===== config.mk =====
export PLATFORM = sky130hd
export DESIGN_NAME = tap_tempo_bpm_meter_top
export DESIGN_NICKNAME = d
export VERILOG_FILES = /design/src/sv/ttbpm_pkg.sv /design/src/sv/ttbpm_div.sv /design/src/sv/tap_tempo_bpm_meter_top.sv
export SDC_FILE = /design/constraint.sdc
export NUM_CORES = 1
export LEC_CHECK = 0
export BUFFER_PORTS_ARGS = -buffer_cell sky130_fd_sc_hd__buf_2
export CORE_AREA = 2 2 224 226
export CTS_CLUSTER_SIZE = 20
export DETAILED_ROUTE_END_ITERATION = 7
export DIE_AREA = 0 0 226 228
export PLACE_DENSITY = 0.85
export SYNTH_ARGS = -nofsm -noshare
export SYNTH_HDL_FRONTEND = slang
export SYNTH_SLANG_ARGS = --single-unit

===== constraint.sdc =====
create_clock -name clk -period 5.7 [get_ports clk]
set_input_delay 0.285 -clock clk [delete_from_list [all_inputs] [get_ports clk]]
set_output_delay 0.285 -clock clk [all_outputs]
set_load 0.05 [all_outputs]

===== src/sv/ttbpm_pkg.sv =====
// Types and constants shared by the tap-tempo meter modules.
package ttbpm_pkg;

  // Microseconds in one minute, and the bits needed to hold it.
  localparam int unsigned US_MIN_BITS = 26;
  localparam logic [US_MIN_BITS-1:0] US_PER_MIN = 26'd60000000;

  // Timeout after reset, in microseconds.
  localparam int unsigned TIMEOUT_BITS = 24;
  localparam logic [TIMEOUT_BITS-1:0] TIMEOUT_RESET = 24'd3000000;

  // Output field widths and their saturation values.
  localparam int unsigned Q8_BITS    = 24;
  localparam int unsigned WHOLE_BITS = 16;
  localparam int unsigned TAPS_BITS  = 16;
  localparam logic [Q8_BITS-1:0]    Q8_MAX    = '1;
  localparam logic [WHOLE_BITS-1:0] WHOLE_MAX = '1;
  localparam logic [TAPS_BITS-1:0]  TAPS_MAX  = '1;

  // Quotient of the divider: Q8 result plus one guard bit for saturation.
  localparam int unsigned FRAC_BITS = 8;
  localparam int unsigned QUOT_BITS = Q8_BITS + 1;
  // Dividend bits that sit above the quotient window, as a shift of the numerator.
  localparam int unsigned SAT_SHIFT = QUOT_BITS - FRAC_BITS;

  // Input commands.
  typedef enum logic {
    CMD_TAP   = 1'b0,
    CMD_CLEAR = 1'b1
  } cmd_t;

  // Sequencer of the top level.
  typedef enum logic [1:0] {
    ST_IDLE,
    ST_CHECK,
    ST_DIV,
    ST_DONE
  } state_t;

  // Sequencer of the divider.
  typedef enum logic [1:0] {
    DV_IDLE,
    DV_LOAD,
    DV_CHECK,
    DV_STEP
  } div_state_t;

  // Status returned by the divider.
  typedef struct packed {
    logic done;
    logic ovf;
  } div_stat_t;

endpackage


===== src/sv/ttbpm_div.sv =====
// Restoring divider with one shared subtractor: Q8 quotient and an overflow flag.
module ttbpm_div #(
  parameter int unsigned TIME_BITS = 32,
  parameter int unsigned NUM_W     = 42
) (
  input  logic                                clk,
  input  logic                                rst,
  input  logic                                start,
  input  logic [NUM_W-1:0]                    num,
  input  logic [TIME_BITS-1:0]                den,
  output logic [ttbpm_pkg::QUOT_BITS-1:0]     quot,
  output ttbpm_pkg::div_stat_t                stat
);

  localparam int unsigned QB   = ttbpm_pkg::QUOT_BITS;
  localparam int unsigned SH   = ttbpm_pkg::SAT_SHIFT;
  localparam int unsigned FB   = ttbpm_pkg::FRAC_BITS;
  localparam int unsigned RW_A = TIME_BITS + 1;
  localparam int unsigned RW_B = NUM_W - SH + 1;
  localparam int unsigned RW   = (RW_A > RW_B) ? RW_A : RW_B;
  localparam int unsigned CW   = $clog2(QB + 1);

  ttbpm_pkg::div_state_t state, state_next;
  logic [RW-1:0]  rem;
  logic [QB-1:0]  shreg;
  logic [CW-1:0]  cnt;
  logic           done;
  logic           ovf;

  logic [RW-1:0]  oper;
  logic [RW:0]    diff;
  logic           borrow;

  // The one subtractor: the raw high part during the range check, the shifted
  // partial remainder during each quotient step.
  always_comb begin
    if (state == ttbpm_pkg::DV_CHECK) begin
      oper = rem;
    end else begin
      oper = {rem[RW-2:0], shreg[QB-1]};
    end
    diff   = {1'b0, oper} - (RW + 1)'(den);
    borrow = diff[RW];
  end

  // Sequencer.
  always_comb begin
    state_next = state;
    unique case (state)
      ttbpm_pkg::DV_IDLE: begin
        if (start) begin
          state_next = ttbpm_pkg::DV_LOAD;
        end
      end
      ttbpm_pkg::DV_LOAD: begin
        state_next = ttbpm_pkg::DV_CHECK;
      end
      ttbpm_pkg::DV_CHECK: begin
        state_next = borrow ? ttbpm_pkg::DV_STEP : ttbpm_pkg::DV_IDLE;
      end
      ttbpm_pkg::DV_STEP: begin
        if (cnt == CW'(1)) begin
          state_next = ttbpm_pkg::DV_IDLE;
        end
      end
      default: state_next = ttbpm_pkg::DV_IDLE;
    endcase
  end

  always_ff @(posedge clk) begin
    if (rst) begin
      state <= ttbpm_pkg::DV_IDLE;
      done  <= 1'b0;
    end else begin
      state <= state_next;
      done  <= ((state == ttbpm_pkg::DV_CHECK) && !borrow) ||
               ((state == ttbpm_pkg::DV_STEP) && (cnt == CW'(1)));
    end
  end

  // Datapath: the dividend is num * 2^8; anything at or above den * 2^25
  // cannot fit the quotient window and is flagged as overflow.
  // The caller registers num and den when it raises start and holds them until done,
  // so the load cycle takes num straight from the port.
  always_ff @(posedge clk) begin
    case (state)
      ttbpm_pkg::DV_LOAD: begin
        rem   <= RW'(num[NUM_W-1:SH]);
        shreg <= {num[SH-1:0], {FB{1'b0}}};
        cnt   <= CW'(QB);
        quot  <= '0;
        ovf   <= 1'b0;
      end
      ttbpm_pkg::DV_CHECK: begin
        ovf <= !borrow;
      end
      ttbpm_pkg::DV_STEP: begin
        rem   <= borrow ? oper : diff[RW-1:0];
        quot  <= {quot[QB-2:0], !borrow};
        shreg <= {shreg[QB-2:0], 1'b0};
        cnt   <= cnt - CW'(1);
      end
      default: begin
      end
    endcase
  end

  assign stat.done = done;
  assign stat.ovf  = ovf;

endmodule


===== src/sv/tap_tempo_bpm_meter_top.sv =====
// Top level of the tap-tempo meter: run state, sequencer and output register.
//
//   channel  | handshake                  | word
//   ---------+----------------------------+------------------------------------------
//   in       | in_valid / in_stall        | command, timestamp_us
//   out      | out_valid / out_stall      | bpm_known, bpm_q8, bpm_rounded, tap_count
//   config   | cfg_wr_en (no wait)        | cfg_wr_data -> timeout_us
//
// A tap that yields a tempo goes through the check state, the divider's load, range check,
// 25 one-bit steps through its single subtractor and done. A tempo beyond the quotient range
// skips the steps; clear commands, restarting taps and zero elapsed time skip the divider.
// in_stall is high until the result enters the output register, so the next word can be
// taken in the following cycle; a result waiting under out_stall does not hold back the next
// input word. Synchronous reset clears the run and out_valid and sets the default timeout.
module tap_tempo_bpm_meter_top #(
  parameter int unsigned TIME_BITS  = 32,
  parameter int unsigned COUNT_BITS = 16
) (
  input  logic                                 clk,
  input  logic                                 rst,
  input  logic                                 in_valid,
  output logic                                 in_stall,
  input  logic                                 command,
  input  logic [TIME_BITS-1:0]                 timestamp_us,
  output logic                                 out_valid,
  input  logic                                 out_stall,
  output logic                                 bpm_known,
  output logic [ttbpm_pkg::Q8_BITS-1:0]        bpm_q8,
  output logic [ttbpm_pkg::WHOLE_BITS-1:0]     bpm_rounded,
  output logic [ttbpm_pkg::TAPS_BITS-1:0]      tap_count,
  input  logic                                 cfg_wr_en,
  input  logic [ttbpm_pkg::TIMEOUT_BITS-1:0]   cfg_wr_data
);

  localparam int unsigned NUM_W  = COUNT_BITS + ttbpm_pkg::US_MIN_BITS;
  localparam int unsigned TAPW   = COUNT_BITS + 1;
  localparam int unsigned QB     = ttbpm_pkg::QUOT_BITS;
  localparam int unsigned HALF_W = QB - 7;

  ttbpm_pkg::state_t state, state_next;

  logic [ttbpm_pkg::TIMEOUT_BITS-1:0] timeout_us;
  logic [TIME_BITS-1:0]  first_tap_time;
  logic [TIME_BITS-1:0]  previous_tap_time;
  logic [COUNT_BITS-1:0] interval_count;

  logic                  cmd_r;
  logic [TIME_BITS-1:0]  now_r;
  logic [TIME_BITS-1:0]  elapsed;
  logic [NUM_W-1:0]      num;
  logic [TAPW-1:0]       taps;

  logic                               res_known;
  logic [ttbpm_pkg::Q8_BITS-1:0]      res_q8;
  logic [ttbpm_pkg::WHOLE_BITS-1:0]   res_whole;
  logic [ttbpm_pkg::TAPS_BITS-1:0]    res_taps;

  logic [TIME_BITS-1:0]  gap;
  logic [TIME_BITS-1:0]  elapsed_c;
  logic                  restart;
  logic                  div_start;
  logic [QB-1:0]         quot;
  ttbpm_pkg::div_stat_t  dstat;
  logic [HALF_W:0]       half_up;
  logic [HALF_W-1:0]     whole_c;
  logic                  in_acc;
  logic                  out_load;

  assign in_acc   = in_valid && !in_stall;
  assign in_stall = (state != ttbpm_pkg::ST_IDLE);
  assign out_load = (state == ttbpm_pkg::ST_DONE) && (!out_valid || !out_stall);

  // Time since the previous and the first tap, modulo 2^TIME_BITS.
  assign gap       = now_r - previous_tap_time;
  assign elapsed_c = now_r - first_tap_time;
  assign restart   = (interval_count == '0) || (gap >= TIME_BITS'(timeout_us));
  assign div_start = (state == ttbpm_pkg::ST_CHECK) && (cmd_r == ttbpm_pkg::CMD_TAP) &&
                     !restart && (elapsed_c != '0);

  // Rounded whole BPM: floor(2*num/elapsed) is the Q8 quotient without its low 7 bits.
  assign half_up = {1'b0, quot[QB-1:7]} + (HALF_W + 1)'(1);
  assign whole_c = half_up[HALF_W:1];

  // Saturating tap count.
  function automatic logic [ttbpm_pkg::TAPS_BITS-1:0] sat_taps(input logic [TAPW-1:0] t);
    logic [31:0] wide;
    wide = 32'(t);
    if (wide > 32'(ttbpm_pkg::TAPS_MAX)) begin
      sat_taps = ttbpm_pkg::TAPS_MAX;
    end else begin
      sat_taps = ttbpm_pkg::TAPS_BITS'(wide);
    end
  endfunction

  ttbpm_div #(
    .TIME_BITS (TIME_BITS),
    .NUM_W     (NUM_W)
  ) u_div (
    .clk   (clk),
    .rst   (rst),
    .start (div_start),
    .num   (num),
    .den   (elapsed),
    .quot  (quot),
    .stat  (dstat)
  );

  // Sequencer.
  always_comb begin
    state_next = state;
    unique case (state)
      ttbpm_pkg::ST_IDLE: begin
        if (in_acc) begin
          state_next = ttbpm_pkg::ST_CHECK;
        end
      end
      ttbpm_pkg::ST_CHECK: begin
        state_next = div_start ? ttbpm_pkg::ST_DIV : ttbpm_pkg::ST_DONE;
      end
      ttbpm_pkg::ST_DIV: begin
        if (dstat.done) begin
          state_next = ttbpm_pkg::ST_DONE;
        end
      end
      ttbpm_pkg::ST_DONE: begin
        if (out_load) begin
          state_next = ttbpm_pkg::ST_IDLE;
        end
      end
      default: state_next = ttbpm_pkg::ST_IDLE;
    endcase
  end

  // Control state, run state and configuration.
  always_ff @(posedge clk) begin
    if (rst) begin
      state             <= ttbpm_pkg::ST_IDLE;
      timeout_us        <= ttbpm_pkg::TIMEOUT_RESET;
      first_tap_time    <= '0;
      previous_tap_time <= '0;
      interval_count    <= '0;
      out_valid         <= 1'b0;
    end else begin
      state <= state_next;
      if (cfg_wr_en) begin
        timeout_us <= cfg_wr_data;
      end
      if (state == ttbpm_pkg::ST_CHECK) begin
        if (cmd_r == ttbpm_pkg::CMD_CLEAR) begin
          interval_count <= '0;
        end else if (restart) begin
          first_tap_time    <= now_r;
          previous_tap_time <= now_r;
          interval_count    <= COUNT_BITS'(1);
        end else begin
          previous_tap_time <= now_r;
          if (interval_count != '1) begin
            interval_count <= interval_count + COUNT_BITS'(1);
          end
        end
      end
      if (out_load) begin
        out_valid <= 1'b1;
      end else if (!out_stall) begin
        out_valid <= 1'b0;
      end
    end
  end

  // Input capture, operands of the divider and the pending result.
  always_ff @(posedge clk) begin
    if (in_acc) begin
      cmd_r <= command;
      now_r <= timestamp_us;
    end
    if (state == ttbpm_pkg::ST_CHECK) begin
      elapsed <= elapsed_c;
      num     <= NUM_W'(interval_count) * NUM_W'(ttbpm_pkg::US_PER_MIN);
      taps    <= TAPW'(interval_count) + TAPW'(1);
      if (cmd_r == ttbpm_pkg::CMD_CLEAR) begin
        res_taps <= '0;
      end else if (restart) begin
        res_taps <= ttbpm_pkg::TAPS_BITS'(1);
      end else begin
        res_taps <= sat_taps(TAPW'(interval_count) + TAPW'(1));
      end
      res_known <= 1'b0;
      res_q8    <= '0;
      res_whole <= '0;
    end
    if ((state == ttbpm_pkg::ST_DIV) && dstat.done) begin
      res_known <= 1'b1;
      res_taps  <= sat_taps(taps);
      if (dstat.ovf || quot[QB-1]) begin
        res_q8 <= ttbpm_pkg::Q8_MAX;
      end else begin
        res_q8 <= quot[ttbpm_pkg::Q8_BITS-1:0];
      end
      if (dstat.ovf || (32'(whole_c) > 32'(ttbpm_pkg::WHOLE_MAX))) begin
        res_whole <= ttbpm_pkg::WHOLE_MAX;
      end else begin
        res_whole <= ttbpm_pkg::WHOLE_BITS'(whole_c);
      end
    end
    if (out_load) begin
      bpm_known   <= res_known;
      bpm_q8      <= res_q8;
      bpm_rounded <= res_whole;
      tap_count   <= res_taps;
    end
  end

endmodule


==> flow_metrics.tcl <==
set metrics [dict create \
    yosys_warnings 0 \
    end_kind "flip-flop" \
    vdd_drop_max_v 0.000267 \
    finalClockSkew_ns 0.0248 \
    postSynth.asyncResetShare_pct 0 \
    ys_seq_area_share_pct 42.0 \
    diodes 0 \
    syn_to_final_growth_pct 16.1 \
    synth.area.top_cells "edfxtp_1, ha_1, dfxtp_1" \
    syn_area_um2 26800 \
    hpwl_um 47000 \
    portBuffers 120 \
    yosysTopAreaCell "edfxtp_1" \
    fp.dieW_um 226 \
    cts_tree "done" \
    gp_congestion 0.929 \
    grt_overflow 0 \
    num_rows 82 \
    numCtsBuffers 44 \
    htree_num_levels 2 \
    min_path_type "in -> reg" \
    crit_type "reg -> reg" \
    clk_latency_ns 0.58 \
    synth_cell_types 91 \
    yosysTopAreaCellShare_pct 33.7 \
    layout-drive-gt1-share_pct 14.7 \
    die_h_um 228 \
    wire_per_inst_um 17.6 \
    cts_buffer_depth 3 \
    grt_usage_pct 24.3 \
    place_area_um2 28900 \
    grt_pass1_wl_um 101000 \
    stdcell_area_um2 31100 \
    wl_um 63100 \
    clock-sinks 412 \
    drt_iter0_markers 1535 \
    ios 121 \
    syn_nets 3049 \
    synth_most_common_cell "inv_1" \
    grt_pass1_vias 20100 \
    dp_cells 3440 \
    cp-start-kind "flip-flop" \
    nFillCells 3737 \
    drv_cap 0 \
    grt_max_degree 85 \
    clk_pin_slew_ns 0.06 \
    synth_flop_cell "edfxtp_1" \
    post-route-period-util_pct 101 \
    instances_no_fill 3582 \
    core-area_um2 49300 \
    start_util_pct 54.3 \
    synth_commonest_cells "inv_1, edfxtp_1, ha_1, nor2_1, a21oi_1" \
    syn_avg_cell_area_um2 10.2 \
    antenna_found_initial 0 \
    powerDensity_nw_per_um2 394 \
    violations "negative setup slack" \
    p_leak_nw 13.4 \
    final_core_util_pct 63.1 \
    worstPathMaxFanout 6 \
    power.total_mw 12.3 \
    antenna_left 0 \
    status "finished with violations" \
    maxSlewViolCount 0 \
    nNetsFinal 3305 \
    cp.required_ns 6.00 \
    num_vias 20300 \
    finalSetupViolCount 2 \
    relSlewSlack_pct 22.8 \
    multi_input_area_um2 14300 \
    seq_area_um2 11300 \
    place_worst_setup_slack_ns -0.247 \
    root_buffer "clkbuf_16" \
    fin_setup_tns_ns -0.0853 \
    fin_crit_ns 5.74 \
    worstMarginPinSlew_ns 1.16 \
    max_freq_mhz 174 \
    cp_data_arrival_time_ns 6.05 \
    dieArea_um2 51500 \
    rsz0062_at_grt "yes" \
    netlist_instances 2620 \
    firstDrtPassIters 5 \
    setup_slack_ns -0.0445 \
    vias_per_cell 5.66 \
    synth_edf_count 301 \
    holdWs_ns 0.0303 \
    hold_viol_final 0 \
    ys_ff_latch 412 \
    drc 0 \
]
## state kept, by name, indices dropped and copies added (netlist names), 2 cells and up
register,count
tap_count,16
elapsed,32
state,2
u_div.cnt,5
u_div.rem,33
bpm_rounded,16
res_whole,16
first_tap_time,32
res_q8,24
timeout_us,24
previous_tap_time,32
u_div.shreg,9
u_div.state,2
num,33
bpm_q8,24
interval_count,16
u_div.quot,25
res_taps,16
now_r,32
taps,17
## report_power, final
group | internal, mW | switching, mW
combinational | 1.89 | 3.11
sequential | 4.10 | 0.318
clock | 1.64 | 1.21
## cells in the final DEF, fill, tap and decap left out, types with 79 or more instances in the layout
cell type | netlist | routed
buf_4 | 5 | 109
a21oi_1 | 212 | 208
inv_1 | 311 | 308
ha_1 | 281 | 267
o21ai_0 | 85 | 84
dfxtp_1 | 111 | 101
buf_2 | 7 | 120
nor2_1 | 237 | 235
nand2_1 | 173 | 171
fa_1 | 86 | 84
xnor2_1 | 79 | 79
edfxtp_1 | 301 | 301
## critical path: stages (launching register included)
cell,delay (ns)
dfxtp_2,0.35
buf_4,0.16
inv_1,0.06
ha_1,0.29
ha_1,0.26
ha_1,0.30
inv_1,0.05
fa_1,0.46
fa_1,0.54
inv_1,0.05
fa_1,0.47
ha_1,0.37
a21oi_2,0.18
nor2_1,0.07
nor2_1,0.12
a31oi_1,0.12
a41o_1,0.28
o41a_1,0.34
a221o_1,0.33
buf_4,0.14
o21a_1,0.17
nor2_2,0.10
o31ai_1,0.10
xor2_1,0.15
## final cells by class
type                    count  share of cell area, %
inverters                 312                   3.76
clock inverters            23                  0.675
well taps                 672                   2.70
clock buffers              57                   3.96
multi-input cells        1815                   46.0
repair buffers            291                   6.65
flip-flops and latches    412                   36.2
## worst paths after layout
path,to,from,slack (ns),cells past startpoint
worst min-delay path,out_valid,out_stall,0.03,3
worst max-delay path,num[40],interval_count[8],-0.04,23
worst max register to register,num[40],interval_count[8],-0.04,23
worst min register to register,bpm_rounded[8],res_whole[8],0.42,0
## cells by family (layout without fill, tap and decap cells)
family          after synthesis  count (layout)  synth area share (%)
simple gates                678             678                  11.8
compound gates              536             536                  12.8
flops                       412             412                  42.0
buf+inv                     393             683                  5.60
fa+ha+maj                   367             367                  19.5
xor+xnor                    136             136                  4.44
mux                          98              98                  3.85
## what timing repair did
action                                  in CTS  in global routing
pin swaps                                   20                 20
hold buffers                                57                  0
resized for setup                           25                 19
endpoints found under the setup margin       9                 73
buffers inserted                             0                  5
endpoints found under the hold margin       57                  0
## layer usage
metal  GRT usage (%)  up-vias  routed length, um
li1                -     9693                  -
met1            32.5     9758              27300
met2            40.7      675              30100
met3            3.08      152               3550
met4            8.55        0               2130
met5               0        -                  0
No activity file was read; power rests on OpenSTA's default activity.
